===== src/vncl_pkg.sv =====
`timescale 1ns / 1ps
// ----------------------------------------------------------------------------
// vncl_pkg
// Shared types and constants of the vertex lighting pipeline: beat formats,
// register indexes, matrix row layout and the divide-by-six constants.
// ----------------------------------------------------------------------------
package vncl_pkg;

	localparam int FRAC_BITS_DEF = 12;
	localparam int CFG_W         = 48;
	localparam int CFG_IDX_W     = 3;

	// fixed-point divide by six: d * RECIP >> SHIFT, exact for d below 2^DIV_W
	localparam int              DIV_W       = 19;
	localparam int              RECIP_W     = 22;
	localparam int              DIV6_SHIFT  = 24;
	localparam logic [RECIP_W-1:0] DIV6_RECIP = 22'd2796203;

	typedef enum logic [CFG_IDX_W-1:0] {
		REG_LIGHT_X     = 3'd0,
		REG_LIGHT_Y     = 3'd1,
		REG_LIGHT_Z     = 3'd2,
		REG_COLOR_RED   = 3'd3,
		REG_COLOR_GREEN = 3'd4,
		REG_COLOR_BLUE  = 3'd5,
		REG_BACK_COLOR  = 3'd6
	} reg_idx_t;

	typedef logic signed [15:0] word_t;
	typedef word_t [2:0] row_t;

	typedef struct packed {
		logic signed [15:0] normal_x;
		logic signed [15:0] normal_y;
		logic signed [15:0] normal_z;
		logic [7:0]         vert_red;
		logic [7:0]         vert_green;
		logic [7:0]         vert_blue;
		logic               last_in;
	} in_beat_t;

	typedef struct packed {
		logic [15:0] lit_red;
		logic [15:0] lit_green;
		logic [15:0] lit_blue;
		logic        last_out;
	} out_beat_t;

	typedef struct packed {
		logic en_s5;
		logic en_s6;
		logic en_s7;
		logic en_s8;
	} curve_adv_t;

endpackage


===== src/vncl_curve.sv =====
`timescale 1ns / 1ps
// ----------------------------------------------------------------------------
// vncl_curve
// One color channel, stages five to eight: scale the magnitude by the vertex
// factor, round, then the two-segment curve with saturation at the top.
// ----------------------------------------------------------------------------
module vncl_curve #(
	parameter int FRAC_BITS = vncl_pkg::FRAC_BITS_DEF,
	parameter int MAG_W     = 31
) (
	input  logic                 clk,
	input  vncl_pkg::curve_adv_t adv,
	input  logic [MAG_W-1:0]     mag,
	input  logic [7:0]           vert,
	output logic [15:0]          lit
);

	localparam int M_W     = MAG_W + 2;
	localparam int PROD_W  = MAG_W + 8;
	localparam int QUARTER = 1 << (FRAC_BITS - 2);
	localparam int HALF    = 1 << (FRAC_BITS - 1);
	localparam int SAT_LIM = 6 * (65536 - HALF);
	localparam int M_LIM   = SAT_LIM + QUARTER - 3;
	localparam int DP_W    = vncl_pkg::DIV_W + vncl_pkg::RECIP_W;

	logic [PROD_W-1:0]          prod_s5;
	logic [PROD_W:0]            rsum;
	logic [M_W-1:0]             m;
	logic                       small_s6, sat_s6;
	logic [vncl_pkg::DIV_W-1:0] d_s6;
	logic [15:0]                twom_s6;
	logic [DP_W-1:0]            dprod_s7;
	logic                       small_s7, sat_s7;
	logic [15:0]                twom_s7;
	logic [15:0]                quot;
	logic [15:0]                lit_s8;

	always_ff @(posedge clk) begin
		if (adv.en_s5) begin
			prod_s5 <= PROD_W'(mag) * PROD_W'(vert);
		end
	end

	assign rsum = {1'b0, prod_s5} + (PROD_W + 1)'(64);
	assign m    = rsum[PROD_W:7];

	always_ff @(posedge clk) begin
		if (adv.en_s6) begin
			small_s6 <= (m <= M_W'(QUARTER));
			sat_s6   <= (m >= M_W'(M_LIM));
			d_s6     <= vncl_pkg::DIV_W'(m - M_W'(QUARTER) + M_W'(3));
			twom_s6  <= 16'({m, 1'b0});
		end
	end

	always_ff @(posedge clk) begin
		if (adv.en_s7) begin
			dprod_s7 <= DP_W'(d_s6) * DP_W'(vncl_pkg::DIV6_RECIP);
			small_s7 <= small_s6;
			sat_s7   <= sat_s6;
			twom_s7  <= twom_s6;
		end
	end

	assign quot = dprod_s7[vncl_pkg::DIV6_SHIFT +: 16];

	always_ff @(posedge clk) begin
		if (adv.en_s8) begin
			priority if (sat_s7) begin
				lit_s8 <= 16'hFFFF;
			end else if (small_s7) begin
				lit_s8 <= twom_s7;
			end else begin
				lit_s8 <= 16'(HALF) + quot;
			end
		end
	end

	assign lit = lit_s8;

endmodule

===== config.mk =====
export PLATFORM = sky130hd
export DESIGN_NAME = vncl_curve
export DESIGN_NICKNAME = d
export VERILOG_FILES = /design/src/vncl_pkg.sv /design/src/vncl_curve.sv
export SDC_FILE = /design/constraint.sdc
export NUM_CORES = 1
export LEC_CHECK = 0
export BUFFER_PORTS_ARGS = -buffer_cell sky130_fd_sc_hd__buf_2
export CAP_MARGIN = 40
export CORE_MARGIN = 3
export CORE_UTILIZATION = 55
export DETAILED_ROUTE_END_ITERATION = 8
export GPL_TIMING_DRIVEN = 0
export PLACE_DENSITY = 0.75
export SLEW_MARGIN = 20
export SYNTH_ARGS = -nofsm -noshare
export SYNTH_HDL_FRONTEND = slang
export SYNTH_SLANG_ARGS = --single-unit

===== constraint.sdc =====
create_clock -name clk -period 6.6 [get_ports clk]
set_clock_uncertainty 0.05 [all_clocks]
set_input_delay 1.32 -clock clk [delete_from_list [all_inputs] [get_ports clk]]
set_output_delay 1.32 -clock clk [all_outputs]
set_load 0.03 [all_outputs]

==> flow_summary.json, run 1 <==
{
  "status": "finished, final reports clean",
  "yosysWarningCount": 0,
  "die_area_um2": 34000,
  "num_io_pins": 60,
  "clock_path_buffers": 2,
  "synth_edf_count": 118,
  "initial_core_util_pct": 56.4,
  "fp-row-count": 64,
  "cts_sinks": 118,
  "grt_max_degree": 37,
  "io_buffers": 59,
  "wl_per_cell_um": 16.5,
  "routed_wl_mm": 36.8,
  "setup_viol": 0,
  "clk_latency_ps": 410,
  "min_path_type": "register to register",
  "netlist_area_um2": 17500,
  "fin_crit_sh_pct": 96.3,
  "layout_min_cycle_time_ps": 6350,
  "grt-ovfl-total": 0,
  "fin_hold_ws_ps": 367,
  "drive_gt1_share_pct": 7.46,
  "place.gp.congestion": 0.888,
  "nets": 2337,
  "layout-area-overhead-vs-synth_pct": 8.32,
  "grt_usage_pct": 22.9,
  "core_area_um2": 31000,
  "drtAntennaViolNets": 0,
  "max_freq_mhz": 157,
  "hpwlAfterDp_mm": 31.0,
  "slew_headroom_pct": 49.9,
  "final_common_cell": "inv_1",
  "start_kind": "register",
  "crit_fanout": 4,
  "antenna_cells": 0,
  "critPathKind": "register to register",
  "dieHeight_um": 184,
  "critical_path_arrival_ps": 6460,
  "required_ps": 6710,
  "first_pass_iters": 7,
  "vias": 12100,
  "drc": 0,
  "die_x_um": 184,
  "fill_cells": 2527,
  "fin_tns_setup_ps": 0,
  "cap_viol_max_count": 0,
  "ys_types": 65,
  "syn_inst": 1742,
  "cts_tree": "yes",
  "ys_seq_area_share_pct": 20.3,
  "drt_iter0_drc": 658,
  "finalHoldViolCount": 0,
  "async_flop_share_pct": 0,
  "cts-buffers-inserted": 17,
  "clk_pin_slew_ps": 60,
  "grt_antenna_before_repair": 0,
  "dp_slack_ps": -456,
  "h-tree-depth": 4,
  "root_buffer": "clkbuf_16",
  "layout_setup_ws_ps": 247,
  "final_util_pct": 61.1,
  "grt_pass1_wl_mm": 62.2,
  "grt_pass1_vias": 12800,
  "worst_pin_slew_ps": 751,
  "drv_slew": 0,
  "ys.flop_type": "edfxtp_1",
  "syn_nets": 2255,
  "synth_seq_cells": 118,
  "mostFrequentLayoutCells": "383 x inv_1, 276 x fa_1, 189 x ha_1",
  "syn_avg_cell_area_um2": 10.0,
  "vias_per_cell": 5.41,
  "end_kind": "register"
}
[synth_stat cells, drive strengths merged, types with 35 or more instances]
cell type / count / area share, %
a21oi: 48 / 1.4
and2: 135 / 4.8
edfxtp: 118 / 20
fa: 279 / 32
ha: 190 / 14
inv: 385 / 8.3
nand2: 161 / 3.5
nor2: 47 / 1.0
o21ai: 38 / 1.1
xnor2: 50 / 2.5
xor2: 35 / 1.8
[state kept, by name, summed over array words and instances (netlist names)]
name and flops:
lit 16, small_s6 1, twom_s7 15, sat_s6 1, small_s7 1, twom_s6 15, prod_s5 33, sat_s7 1
d_s6 19, dprod_s7 16
[critical path: stages, from the launching register on]
cell,delay [ps]
edfxtp_1,400
ha_1,350
inv_2,100
fa_2,470
fa_1,560
inv_2,80
fa_1,540
inv_1,110
fa_1,540
fa_1,560
inv_1,50
ha_2,310
a21oi_2,160
o21ai_2,100
a41o_1,250
and3_1,210
a221oi_2,260
o211a_1,260
o21ai_2,120
a221o_1,380
a21oi_2,160
xnor2_1,70
[metal layers]
metal	part of all wire, %	up-vias	wire, um	global-route usage, %
li1	-	5694	-	-
met1	42	5983	15500	29.6
met2	51	345	18700	40.9
met3	4.5	67	1660	2.43
met4	2.5	0	905	6.65
met5	0	-	0	0
[cell type report]
cell class	count	area (um2)	share of cell area [%]
multi-input cells	1205	12400	65.6
clock inverters	15	128	0.674
inverters	385	1450	7.63
well taps	396	495	2.62
plain buffers	33	149	0.787
clock buffers	17	425	2.25
flip-flops and latches	118	3540	18.7
repair buffers	64	333	1.76
[per-stage QoR]
| step | instances | instance area (um2) |
|---|---|---|
| finish | 2233 | 18900 |
| global placement | 2197 | 18300 |
| global route | 2233 | 18900 |
| floorplan | 1742 | 17500 |
| CTS | 2233 | 18900 |
| detailed placement | 2197 | 18300 |
[path summary, 6_finish.rpt]
check	startpoint	end	slack [ps]	cells past startpoint
hold / removal	sat_s6$_DFFE_PP_	sat_s7$_DFFE_PP_	370	0
setup / recovery	d_s6[13]$_DFFE_PP_	dprod_s7[39]$_DFFE_PP_	250	21
setup reg to reg	d_s6[13]$_DFFE_PP_	dprod_s7[39]$_DFFE_PP_	250	21
hold reg to reg	sat_s6$_DFFE_PP_	sat_s7$_DFFE_PP_	370	0
[logic make-up (layout without fill, tap and decap cells)]
family                   after synthesis  count (layout)  synth area share (%)
buffers and inverters                419             514                  9.06
XOR/XNOR                              85              85                  4.26
adder cells (fa/ha/maj)              469             469                  45.6
AO/OA/AOI/OAI                        183             183                  6.87
flip-flops                           118             118                  20.3
AND/OR/NAND/NOR                      465             465                  13.8
multiplexers                           3               3                 0.179
[repair_timing]
action,in CTS,in global routing
hold buffers,0,0
setup buffers,4,1
gates cloned,0,0
resized for setup,8,33
endpoints found under the setup margin,7,14
pin swaps,3,1
Power of run 1 is not shown: default switching activity piles up to over one toggle a cycle in this logic, so the estimate is an artifact.
==> run 2, diff against run 1 <==
--- a/config.mk
+++ b/config.mk
@@ -5,6 +5,7 @@
 export SDC_FILE = /design/constraint.sdc
 export NUM_CORES = 1
 export LEC_CHECK = 0
+export ABC_AREA = 1
 export BUFFER_PORTS_ARGS = -buffer_cell sky130_fd_sc_hd__buf_2
 export CAP_MARGIN = 40
 export CORE_MARGIN = 3
==> run 2 against run 1 <==
  * Final area rose by 12%
  * Utilization fell by 1.4 points
  * Via count rose by 32%
  * Register-to-register slack improved by 190 ps
  * Wire length rose by 32%
  * Hold slack improved by 0.54 ps
  * Area after synthesis rose by 14%
  * Setup slack improved by 190 ps
  * Sequential share of layout area fell by 2.1 points
  * Critical path type unchanged
==> flow_summary.json, run 2 <==
{
  "grt_pass1_vias": 16300,
  "postLayoutCellArea_um2": 21300,
  "grt_antenna_before_repair": 0,
  "drt_iter0_drc": 834,
  "io_buffers": 30,
  "multi_input_area_um2": 13700,
  "syn_avg_cell_area_um2": 7.85,
  "required_ps": 6770,
  "netlist_area_um2": 19900,
  "place.gp.congestion": 0.958,
  "grt-busiest-layer": "met2",
  "hpwlAfterDp_mm": 42.1,
  "drc": 0,
  "dieHeight_um": 196,
  "fin_crit_sh_pct": 93.4,
  "largest_reg_flops": 33,
  "yosysMostFrequentCell": "nand2_1",
  "clk_pin_slew_ps": 60,
  "grt_use_met1_pct": 33.2,
  "root_buffer": "clkbuf_16",
  "nets": 3102,
  "first_pass_iters": 6,
  "max_stage_delay_ps": 560,
  "crit_chain": "ha_1 > inv_1 > fa_1 > fa_1 > inv_1 > fa_1 > inv_1 > fa_1 > fa_1 > inv_1 > ha_1 > nand2_1 > nor2_1 > nand2_1 > nor4_1 > nand4_1 > nand3_1 > xor2_1",
  "critPathSlowestCell": "fa_1",
  "layout_min_cycle_time_ps": 6160,
  "path_common_cell": "fa_1",
  "ys_seq_area_share_pct": 17.8,
  "rsz0062_at_grt": "no",
  "vias_per_cell": 5.21,
  "mostFrequentLayoutCells": "653 x nand2_1, 631 x inv_1, 279 x fa_1",
  "layout-area-overhead-vs-synth_pct": 6.63,
  "post_cts.repair.setup_buffers": 0,
  "routed_wl_mm": 48.6,
  "fin_tns_setup_ps": 0,
  "critPathBufInv": 4,
  "dpl_cell_area_um2": 20700,
  "slew_headroom_pct": 44.9,
  "synth.top_cell.area_share_pct": 28.0,
  "grt_usage_pct": 26.0,
  "cts_sinks": 118,
  "cts_tree": "yes",
  "cts-buffers-inserted": 17,
  "grt_pass1_wl_mm": 80.1,
  "wl_per_cell_um": 15.9,
  "drv_slew": 0,
  "ctsHoldBuffers": 0,
  "synth_seq_cells": 118,
  "fp-row-count": 69,
  "synth_edf_count": 118,
  "fill_cells": 3179,
  "max_freq_mhz": 162,
  "die_area_um2": 38600,
  "syn_inst": 2540,
  "regArea_um2": 3540,
  "syn_nets": 3053,
  "clk_latency_ps": 410,
  "final_common_cell": "nand2_1",
  "critical_path_arrival_ps": 6330,
  "status": "finished, final reports clean",
  "synthTopCellsByArea": "fa_1 28%, edfxtp_1 18%, nand2_1 12%",
  "crit_fanout": 6,
  "drive_gt1_share_pct": 5.38,
  "grt.met2_usage_pct": 46.0,
  "antenna_cells": 0,
  "grt_max_degree": 37,
  "start_kind": "register",
  "top_register": "prod_s5",
  "synth_common_cells": "653 x nand2_1, 631 x inv_1, 279 x fa_1",
  "num_io_pins": 60,
  "worst_pin_slew_ps": 826,
  "finalHoldViolCount": 0,
  "yosys.area.top_type": "fa_1",
  "top_regs": "prod_s5 x33, d_s6 x19",
  "cts_resized": 0,
  "drtAntennaViolNets": 0,
  "h-tree-depth": 4,
  "ys_types": 42,
  "initial_core_util_pct": 55.9,
  "yosysWarningCount": 0,
  "core_area_um2": 35700,
  "setup_viol": 0,
  "async_flop_share_pct": 0,
  "critical-path-top-delay-family": "adder cells",
  "min_path_type": "register to register",
  "end_kind": "register",
  "die_x_um": 196,
  "vias": 16000,
  "clock_path_buffers": 2,
  "cap_viol_max_count": 0,
  "critPathKind": "register to register",
  "grt_use_met3_pct": 2.70,
  "grt-ovfl-total": 0,
  "ys.flop_type": "edfxtp_1"
}
==> run 2: cell types whose count changed after synthesis, sizes merged, moves of 35 or more <==
cell   change
inv      +256
nand3     +58
nand2    +509
a21oi     +35
xnor2     -36
and2     -134
nor2     +153
==> run 2: worst paths after layout <==
kind	to	depth (start not counted)	start	slack, ps
hold reg to reg	twom_s7[14]$_DFFE_PP_	0	twom_s6[14]$_DFFE_PP_	370
setup reg to reg	dprod_s7[37]$_DFFE_PP_	18	d_s6[15]$_DFFE_PP_	440
hold / removal	twom_s7[14]$_DFFE_PP_	0	twom_s6[14]$_DFFE_PP_	370
setup / recovery	dprod_s7[37]$_DFFE_PP_	18	d_s6[15]$_DFFE_PP_	440
==> run 2: layout make-up <==
type	instances	area share [%]
multi-input cells	1723	64.6
flip-flops and latches	118	16.7
inverters	642	11.3
well taps	461	2.71
clock buffers	17	2.00
plain buffers	57	1.16
clock inverters	15	0.794
repair buffers	30	0.706
==> run 2: layer usage <==
layer / routed length, um / share of wire (%)
met5: 0 / 0
met4: 1870 / 3.8
met3: 2610 / 5.4
met2: 24200 / 50
met1: 19900 / 41
==> run 2: worst reg2reg max path, stage by stage, from the launching register on <==
cell,delay [ps]
edfxtp_1,480
ha_1,360
inv_1,130
fa_1,500
fa_1,560
inv_1,130
fa_1,560
inv_1,110
fa_1,520
fa_1,540
inv_1,40
ha_1,390
nand2_1,160
nor2_1,210
nand2_1,130
nor4_1,390
nand4_1,220
nand3_1,210
xor2_1,280
==> run 2: kinds of logic (layout without fill, tap and decap cells) <==
| family | count (synthesis) | after routing | share of synthesized area (%) |
|---|---|---|---|
| flip-flops | 118 | 118 | 17.8 |
| AND/OR/NAND/NOR | 1016 | 1016 | 21.3 |
| adder cells (fa/ha/maj) | 469 | 469 | 39.9 |
| AO/OA/AOI/OAI | 180 | 180 | 5.14 |
| XOR/XNOR | 58 | 58 | 2.55 |
| buffers and inverters | 699 | 761 | 13.3 |
==> run 2: stage by stage <==
step	util, %	instances	hold slack, ps	worst slack (ps)
CTS	59.6	3063	368	440
detailed placement	58.0	3031	355	174
global placement	58.0	3031	354	247
floorplan	-	2540	350	1110
finish	59.6	3063	367	437
global route	59.6	3063	381	108
Power of run 2 is left out for the same reason.
